<file path="src/rtl/core/lhct_pkg.sv">
package lhct_pkg;

    localparam int TIME_W     = 48;
    localparam int IVL_W      = 32;
    localparam int THR_W      = 4;
    localparam int HIST_W     = 32;
    localparam int STEPS_W    = 8;
    localparam int NEED_W     = IVL_W + STEPS_W + 1;
    localparam int CFG_IDX_W  = 3;
    localparam int CFG_DATA_W = 32;
    localparam int S_TDATA_W  = 56;
    localparam int S_TUSER_W  = 1;
    localparam int M_TDATA_W  = 8;

    localparam logic [STEPS_W-1:0] STEPS_MAX = {STEPS_W{1'b1}};

    localparam logic [CFG_IDX_W-1:0] CFG_MIN_INTERVAL  = 3'd0;
    localparam logic [CFG_IDX_W-1:0] CFG_INTERVAL_STEP = 3'd1;
    localparam logic [CFG_IDX_W-1:0] CFG_LIMIT_SPAN    = 3'd2;
    localparam logic [CFG_IDX_W-1:0] CFG_BAD_BELOW     = 3'd3;
    localparam logic [CFG_IDX_W-1:0] CFG_GOOD_ABOVE    = 3'd4;

    localparam logic [IVL_W-1:0] RST_MIN_INTERVAL  = 32'd300000;
    localparam logic [IVL_W-1:0] RST_INTERVAL_STEP = 32'd600000;
    localparam logic [IVL_W-1:0] RST_LIMIT_SPAN    = 32'd3600000;
    localparam logic [THR_W-1:0] RST_BAD_BELOW     = 4'd3;
    localparam logic [THR_W-1:0] RST_GOOD_ABOVE    = 4'd5;

    typedef struct packed {
        logic [IVL_W-1:0] min_interval_ms;
        logic [IVL_W-1:0] interval_step_ms;
        logic [IVL_W-1:0] limit_span_ms;
        logic [THR_W-1:0] bad_below;
        logic [THR_W-1:0] good_above;
    } t_cfg;

    typedef struct packed {
        logic              link_select;
        logic              task_ok;
        logic [TIME_W-1:0] now_ms;
    } t_item;

    typedef struct packed {
        logic start_check;
        logic suspect_link;
    } t_result;

endpackage

</file>
<file path="src/rtl/core/lhct_cfg.sv">
module lhct_cfg (
    input  logic                             i_clk,
    input  logic                             i_rst_n,
    input  logic                             i_cfg_valid,
    output logic                             o_cfg_ready,
    input  logic [lhct_pkg::CFG_IDX_W-1:0]   i_cfg_index,
    input  logic [lhct_pkg::CFG_DATA_W-1:0]  i_cfg_data,
    output lhct_pkg::t_cfg                   o_cfg
);
    import lhct_pkg::*;

    t_cfg r_cfg;
    t_cfg n_cfg;

    assign o_cfg_ready = 1'b1;
    assign o_cfg       = r_cfg;

    always_comb begin
        n_cfg = r_cfg;
        if (i_cfg_valid) begin
            case (i_cfg_index)
                CFG_MIN_INTERVAL:  n_cfg.min_interval_ms  = i_cfg_data[IVL_W-1:0];
                CFG_INTERVAL_STEP: n_cfg.interval_step_ms = i_cfg_data[IVL_W-1:0];
                CFG_LIMIT_SPAN:    n_cfg.limit_span_ms    = i_cfg_data[IVL_W-1:0];
                CFG_BAD_BELOW:     n_cfg.bad_below        = i_cfg_data[THR_W-1:0];
                CFG_GOOD_ABOVE:    n_cfg.good_above       = i_cfg_data[THR_W-1:0];
                default: begin
                    n_cfg = r_cfg;
                end
            endcase
        end
    end

    always_ff @(posedge i_clk) begin
        if (!i_rst_n) begin
            r_cfg.min_interval_ms  <= RST_MIN_INTERVAL;
            r_cfg.interval_step_ms <= RST_INTERVAL_STEP;
            r_cfg.limit_span_ms    <= RST_LIMIT_SPAN;
            r_cfg.bad_below        <= RST_BAD_BELOW;
            r_cfg.good_above       <= RST_GOOD_ABOVE;
        end else begin
            r_cfg <= n_cfg;
        end
    end

endmodule

</file>
<file path="src/rtl/core/lhct_eval.sv">
module lhct_eval #(
    parameter int RECENT_START = 24,
    parameter int OLDER_START  = 16,
    parameter int WINDOW_BITS  = 8
) (
    input  logic                i_clk,
    input  logic                i_rst_n,
    input  logic                i_step,
    input  lhct_pkg::t_item     i_item,
    input  lhct_pkg::t_cfg      i_cfg,
    output lhct_pkg::t_result   o_result
);
    import lhct_pkg::*;

    // The history window starts START bits from the top; out-of-range starts fall back to one.
    localparam int RS_EFF = (RECENT_START > HIST_W || RECENT_START < 1) ? 1 : RECENT_START;
    localparam int OS_EFF = (OLDER_START > HIST_W || OLDER_START < 1) ? 1 : OLDER_START;
    localparam int RN_EFF = (RS_EFF + WINDOW_BITS > HIST_W) ? HIST_W - RS_EFF : WINDOW_BITS;
    localparam int ON_EFF = (OS_EFF + WINDOW_BITS > HIST_W) ? HIST_W - OS_EFF : WINDOW_BITS;
    localparam int R_LO   = HIST_W + 1 - RN_EFF - RS_EFF;
    localparam int O_LO   = HIST_W + 1 - ON_EFF - OS_EFF;
    localparam int CNT_W  = $clog2(WINDOW_BITS + 1) + 1;
    localparam int CMP_W  = (CNT_W > THR_W) ? CNT_W : THR_W;

    function automatic logic [CNT_W-1:0] count_win(
        input logic [HIST_W-1:0] hist,
        input int                lo,
        input int                nb
    );
        logic [CNT_W-1:0] cnt;
        cnt = '0;
        for (int i = 0; i < WINDOW_BITS; i++) begin
            if (i < nb) begin
                cnt = cnt + CNT_W'(hist[lo + i]);
            end
        end
        return cnt;
    endfunction

    logic [HIST_W-1:0]  r_short_hist;
    logic [HIST_W-1:0]  r_long_hist;
    logic [STEPS_W-1:0] r_steps;
    logic [TIME_W-1:0]  r_last_check;
    logic [TIME_W-1:0]  r_lim_last;
    logic               r_lim_used;

    logic [HIST_W-1:0]  n_short_hist;
    logic [HIST_W-1:0]  n_long_hist;
    logic [STEPS_W-1:0] n_steps;
    logic [TIME_W-1:0]  n_last_check;
    logic [TIME_W-1:0]  n_lim_last;
    logic               n_lim_used;

    logic [CMP_W-1:0]   s_recent;
    logic [CMP_W-1:0]   s_older;
    logic [CMP_W-1:0]   l_recent;
    logic [CMP_W-1:0]   l_older;
    logic [CMP_W-1:0]   bad_thr;
    logic [CMP_W-1:0]   good_thr;
    logic               short_good;
    logic               long_good;
    logic               suspect;
    logic [TIME_W-1:0]  elapsed;
    logic [NEED_W-1:0]  need;
    logic               gate;
    logic               lim_live;
    logic [TIME_W:0]    lim_end;
    logic               allow;
    logic               fire;

    always_comb begin
        n_short_hist = r_short_hist;
        n_long_hist  = r_long_hist;
        if (i_item.link_select) begin
            n_long_hist = {r_long_hist[HIST_W-2:0], i_item.task_ok};
        end else begin
            n_short_hist = {r_short_hist[HIST_W-2:0], i_item.task_ok};
        end

        s_recent = CMP_W'(count_win(n_short_hist, R_LO, RN_EFF));
        s_older  = CMP_W'(count_win(n_short_hist, O_LO, ON_EFF));
        l_recent = CMP_W'(count_win(n_long_hist, R_LO, RN_EFF));
        l_older  = CMP_W'(count_win(n_long_hist, O_LO, ON_EFF));
        bad_thr  = CMP_W'(i_cfg.bad_below);
        good_thr = CMP_W'(i_cfg.good_above);

        short_good = s_recent > good_thr;
        long_good  = l_recent > good_thr;
        suspect    = (s_recent < bad_thr && s_older > good_thr)
                  || (l_recent < bad_thr && l_older > good_thr);

        elapsed = (i_item.now_ms < r_last_check) ? '0 : i_item.now_ms - r_last_check;
        need    = NEED_W'(i_cfg.min_interval_ms)
                + NEED_W'(r_steps) * NEED_W'(i_cfg.interval_step_ms);
        gate    = suspect && (elapsed >= TIME_W'(need));

        n_steps = r_steps;
        if (gate && r_steps != STEPS_MAX) begin
            n_steps = r_steps + 1'b1;
        end
        if (short_good && long_good) begin
            n_steps = '0;
        end

        lim_live = r_lim_used && !(i_item.now_ms < r_lim_last);
        lim_end  = {1'b0, r_lim_last} + (TIME_W + 1)'(i_cfg.limit_span_ms);
        allow    = !lim_live || ({1'b0, i_item.now_ms} > lim_end);

        n_lim_used = r_lim_used;
        n_lim_last = r_lim_last;
        if (gate) begin
            n_lim_used = 1'b1;
            if (allow) begin
                n_lim_last = i_item.now_ms;
            end
        end

        fire         = gate && allow;
        n_last_check = fire ? i_item.now_ms : r_last_check;
    end

    assign o_result.start_check  = fire;
    assign o_result.suspect_link = suspect;

    always_ff @(posedge i_clk) begin
        if (!i_rst_n) begin
            r_short_hist <= '0;
            r_long_hist  <= '0;
            r_steps      <= '0;
            r_last_check <= '0;
            r_lim_last   <= '0;
            r_lim_used   <= 1'b0;
        end else if (i_step) begin
            r_short_hist <= n_short_hist;
            r_long_hist  <= n_long_hist;
            r_steps      <= n_steps;
            r_last_check <= n_last_check;
            r_lim_last   <= n_lim_last;
            r_lim_used   <= n_lim_used;
        end
    end

endmodule

</file>
<file path="src/rtl/core/link_health_check_trigger.sv">
// Channel   Direction  Beat contents
// s_axis    in         tuser: link_select; tdata: task_ok, now_ms[48:1], zero pad
// m_axis    out        tdata: start_check, suspect_link, zero pad
// cfg       in         register index and 32-bit write data, always ready
//
// An input beat is captured in an input register and evaluated once the output can take it.
// The result lands in an output register in the same step that updates the state.
// One beat per cycle is sustained unless the output stalls; the next state is combinational.
// Reset is synchronous and active low and clears histories, backoff and limiter.
// A stalled output holds its beat while one more input beat waits in the input register.
module link_health_check_trigger #(
    parameter int RECENT_START = 24,
    parameter int OLDER_START  = 16,
    parameter int WINDOW_BITS  = 8
) (
    input  logic                              i_clk,
    input  logic                              i_rst_n,
    input  logic                              i_s_axis_tvalid,
    output logic                              o_s_axis_tready,
    input  logic [lhct_pkg::S_TDATA_W-1:0]    i_s_axis_tdata,  // task_ok, now_ms, pad
    input  logic [lhct_pkg::S_TUSER_W-1:0]    i_s_axis_tuser,  // link_select
    output logic                              o_m_axis_tvalid,
    input  logic                              i_m_axis_tready,
    output logic [lhct_pkg::M_TDATA_W-1:0]    o_m_axis_tdata,  // start_check, suspect_link, pad
    input  logic                              i_cfg_valid,
    output logic                              o_cfg_ready,
    input  logic [lhct_pkg::CFG_IDX_W-1:0]    i_cfg_index,
    input  logic [lhct_pkg::CFG_DATA_W-1:0]   i_cfg_data
);
    import lhct_pkg::*;

    t_cfg    cfg;
    t_item   r_in;
    logic    r_in_vld;
    t_result res;
    t_result r_out;
    logic    r_out_vld;
    logic    advance;

    lhct_cfg u_cfg (
        .i_clk       (i_clk),
        .i_rst_n     (i_rst_n),
        .i_cfg_valid (i_cfg_valid),
        .o_cfg_ready (o_cfg_ready),
        .i_cfg_index (i_cfg_index),
        .i_cfg_data  (i_cfg_data),
        .o_cfg       (cfg)
    );

    lhct_eval #(
        .RECENT_START (RECENT_START),
        .OLDER_START  (OLDER_START),
        .WINDOW_BITS  (WINDOW_BITS)
    ) u_eval (
        .i_clk    (i_clk),
        .i_rst_n  (i_rst_n),
        .i_step   (advance),
        .i_item   (r_in),
        .i_cfg    (cfg),
        .o_result (res)
    );

    assign advance         = r_in_vld && (!r_out_vld || i_m_axis_tready);
    assign o_s_axis_tready = !r_in_vld || advance;
    assign o_m_axis_tvalid = r_out_vld;
    assign o_m_axis_tdata  = {{(M_TDATA_W - 2){1'b0}}, r_out.suspect_link, r_out.start_check};

    always_ff @(posedge i_clk) begin
        if (!i_rst_n) begin
            r_in_vld  <= 1'b0;
            r_out_vld <= 1'b0;
        end else begin
            if (o_s_axis_tready) begin
                r_in_vld <= i_s_axis_tvalid;
            end
            if (advance) begin
                r_out_vld <= 1'b1;
            end else if (i_m_axis_tready) begin
                r_out_vld <= 1'b0;
            end
        end
    end

    always_ff @(posedge i_clk) begin
        if (o_s_axis_tready && i_s_axis_tvalid) begin
            r_in.link_select <= i_s_axis_tuser[0];
            r_in.task_ok     <= i_s_axis_tdata[0];
            r_in.now_ms      <= i_s_axis_tdata[TIME_W:1];
        end
        if (advance) begin
            r_out <= res;
        end
    end

endmodule
</file>
<file path="config.mk">
export PLATFORM = sky130hd
export DESIGN_NAME = link_health_check_trigger
export DESIGN_NICKNAME = d
export VERILOG_FILES = /design/src/rtl/core/lhct_pkg.sv /design/src/rtl/core/lhct_cfg.sv /design/src/rtl/core/lhct_eval.sv /design/src/rtl/core/link_health_check_trigger.sv
export SDC_FILE = /design/constraint.sdc
export NUM_CORES = 2
export LEC_CHECK = 0
export BUFFER_PORTS_ARGS = -buffer_cell sky130_fd_sc_hd__buf_2
export CORE_MARGIN = 10
export CORE_UTILIZATION = 58
export DETAILED_ROUTE_END_ITERATION = 10
export GPL_ROUTABILITY_DRIVEN = 0
export PLACE_DENSITY_LB_ADDON = 0.15
export SKIP_CTS_REPAIR_TIMING = 1
export SYNTH_ARGS = -nofsm -noshare
export SYNTH_HDL_FRONTEND = slang
export SYNTH_HIERARCHICAL = 1
export SYNTH_SLANG_ARGS = --single-unit
</file>
<file path="constraint.sdc">
create_clock -name i_clk -period 8.55 [get_ports i_clk]
set_input_delay 0.855 -clock i_clk [delete_from_list [all_inputs] [get_ports i_clk]]
set_output_delay 0.855 -clock i_clk [all_outputs]
set_load 0.01 [all_outputs]
</file>
==> impl_metrics.yaml <==
synthesis:
  postSynthCellCount: 3283
  async_flop_share_pct: 0
  synth_edf_count: 52
  ys_warn_count: 6
  ys_seq_area_share_pct: 22.1
  syn_avg_cell_area_um2: 8.92
  yosysUniqueCellTypes: 88
  synthesis.area_um2: 29300
  ys_ff_latch: 297
  synth_flop_cell: "dfxtp_1"
pwr:
  leakage_nw: 15.2
  power_density_nw_per_um2: 111
  irDropWorstVdd_mv: 0.150
final_layout:
  layout.cells.non_filler: 4131
  area_delta_synth_final_pct: 11.5
  fin_area_um2: 32600
  layout_common_cells: "438 x inv_1, 400 x nand2_1, 315 x ha_1"
  final_common_cell: "inv_1"
  num-nets-final: 4071
  n_fill_cell: 4223
  drive_gt1_share_pct: 12.0
  final_util_pct: 65.2
sta:
  worstMarginPinSlew_ns: 1.08
  hold-worst-slack_ns: 0.439
  clock.fmax_mhz: 121
  setup_ws_ns: 0.255
  setup_viol: 0
  relSlewSlack_pct: 27.5
  fin_worst_skew_ns: 0.0241
  finalHoldViolCount: 0
  final-max-slew-violation-count: 0
  finalCritPeriodShare_pct: 97.0
  period_needed_ns: 8.30
global_routing:
  grt_overflow: 0
  grt_pass1_wl_um: 123000
  grt_antenna_before_repair: 0
  grt_pass1_vias: 24400
  grt_max_degree: 113
  grt_use_total_pct: 24.9
critical_path:
  crit_path_start_kind: "flop"
  cp-end-kind: "flop"
  cpMostUsedCell: "fa_1"
  path_depth: 35
  path_delay_family: "adder cells"
  cp_max_fo: 11
  cp_slowest_stage_delay_ns: 0.58
  r2r_slack_ns: 0.25
  slowest_stage: "fa_1"
  worstPathArrival_ns: 8.80
  critical_path_buf_inv_count: 6
  ff2ff_path_depth: 35
  path_class: "reg -> reg"
  critPathRequiredTime_ns: 9.05
floorplanning:
  dieArea_um2: 59900
  core-area_um2: 50100
  die_height_um: 245
  die_w_um: 245
  start_util_pct: 58.5
  ios: 108
  placementRows: 82
placement:
  dp_hpwl_um: 58300
  numPortBuffers: 93
  dpl_cell_area_um2: 30900
  dpl.cell_count: 4047
  place_ws_ns: -0.158
route:
  antenna_left: 0
  drcViolationCount: 0
  viasPerCell: 5.73
  drt_first_pass_iters: 7
  wl_per_cell_um: 18.5
  vias: 23700
  drt_wl_total_um: 76500
  drt_iter0_markers: 1836
clock_network:
  cts_buffers: 38
  clkTransAtPathRegs_ns: 0.06
  cts_tree: "yes"
  cts_root_buf: "clkbuf_16"
  worstSkewPairLatency_ns: 0.59
  ctsHtreeMaxLevel: 2
  clockBufferDepth: 3
  cts.sinks: 297
hold_path:
  hold_path.class: "in -> reg"
  holdPathStages: 1
outcome:
  outcome: "completed"
run:
  maxCapViolations: 0
[state kept, by name (all words and copies together) (netlist names)]
signal and flops:
u_eval/r_steps 8, u_eval/r_last_check 48, u_eval/r_lim_last 48, u_eval/r_lim_used 1, o_m_axis_tvalid 1, r_in_vld 1, u_eval/r_long_hist 17, r_in 50
u_cfg/o_cfg 104, u_eval/r_short_hist 17, o_m_axis_tdata 2
[path summary, 6_finish.rpt]
kind	startpoint	endpoint
worst min-delay path	i_s_axis_tdata[30]	r_in[29]
worst max-delay path	u_eval/r_steps[4]	u_eval/r_lim_last[16]
worst max register to register	u_eval/r_steps[4]	u_eval/r_lim_last[16]
worst min register to register	u_cfg/o_cfg[89]	u_cfg/o_cfg[89]
[cells in the mapped netlist, types with 11 or more instances]
library cell,n,share of area [%]
o211ai_1,16,0.41
nor2_1,115,1.5
fa_1,230,16
a21oi_1,155,2.7
o2bb2ai_1,57,1.7
nand4_1,47,1.0
o21a_1,26,0.67
a21boi_0,37,0.95
nor3_1,27,0.46
edfxtp_1,52,5.3
xnor2_1,69,2.1
and3_1,14,0.30
clkbuf_1,75,0.96
buf_4,14,0.36
inv_1,438,5.6
a21o_1,103,2.6
and2_1,174,3.7
mux2i_1,123,4.2
buf_2,26,0.44
nand3_1,34,0.58
nand2b_1,23,0.49
or3_1,13,0.28
mux2_2,16,0.62
nand2_1,400,5.1
ha_1,315,13
o21ai_0,70,1.2
o2bb2ai_2,40,2.1
dfxtp_1,245,17
o21bai_1,20,0.51
xor2_1,47,1.4
nor2b_1,72,1.5
a211oi_1,18,0.46
o21ai_1,21,0.36
a31oi_1,11,0.24
[stage by stage]
stage	total power, mW	setup TNS (ns)
final	3.61	0
after global routing	3.75	-3.36
after CTS	3.61	-18.04
after detailed placement	2.00	-12.04
after global placement	1.98	-1.71
after floorplan	1.85	0
[logic make-up (layout without fill, tap and decap cells)]
logic type	count (synthesis)	count (layout)	synth area share, %
simple gates	965	966	16.3
other cells	2	8	0.0257
fa+ha+maj	545	545	29.2
buf+inv	566	735	7.86
mux	139	139	4.82
xor+xnor	116	116	3.47
compound gates	653	653	16.2
flops	297	297	22.1
[power by group]
part	internal, mW	switching, mW	total, mW
Combinational	0.209	0.306	0.516
Clock	0.904	0.697	1.60
Sequential	1.45	0.0384	1.49
[metal layers]
metal	GRT usage, %	wire, um
met5	0	0
met4	7.16	1820
met3	3.59	4380
met2	41.2	35800
met1	33.4	34500
[cell type report]
class | instances | area (um^2) | area share, %
clock buffers | 50 | 1050 | 3.21
diodes | 1 | 2.50 | 0.00767
multi-input cells | 2426 | 20700 | 63.6
inverters | 439 | 1650 | 5.05
well taps | 672 | 841 | 2.58
clock inverters | 19 | 174 | 0.533
flip-flops and latches | 297 | 6500 | 19.9
repair buffers | 227 | 1680 | 5.14
Note: power is estimated with default switching activity, not from simulation.
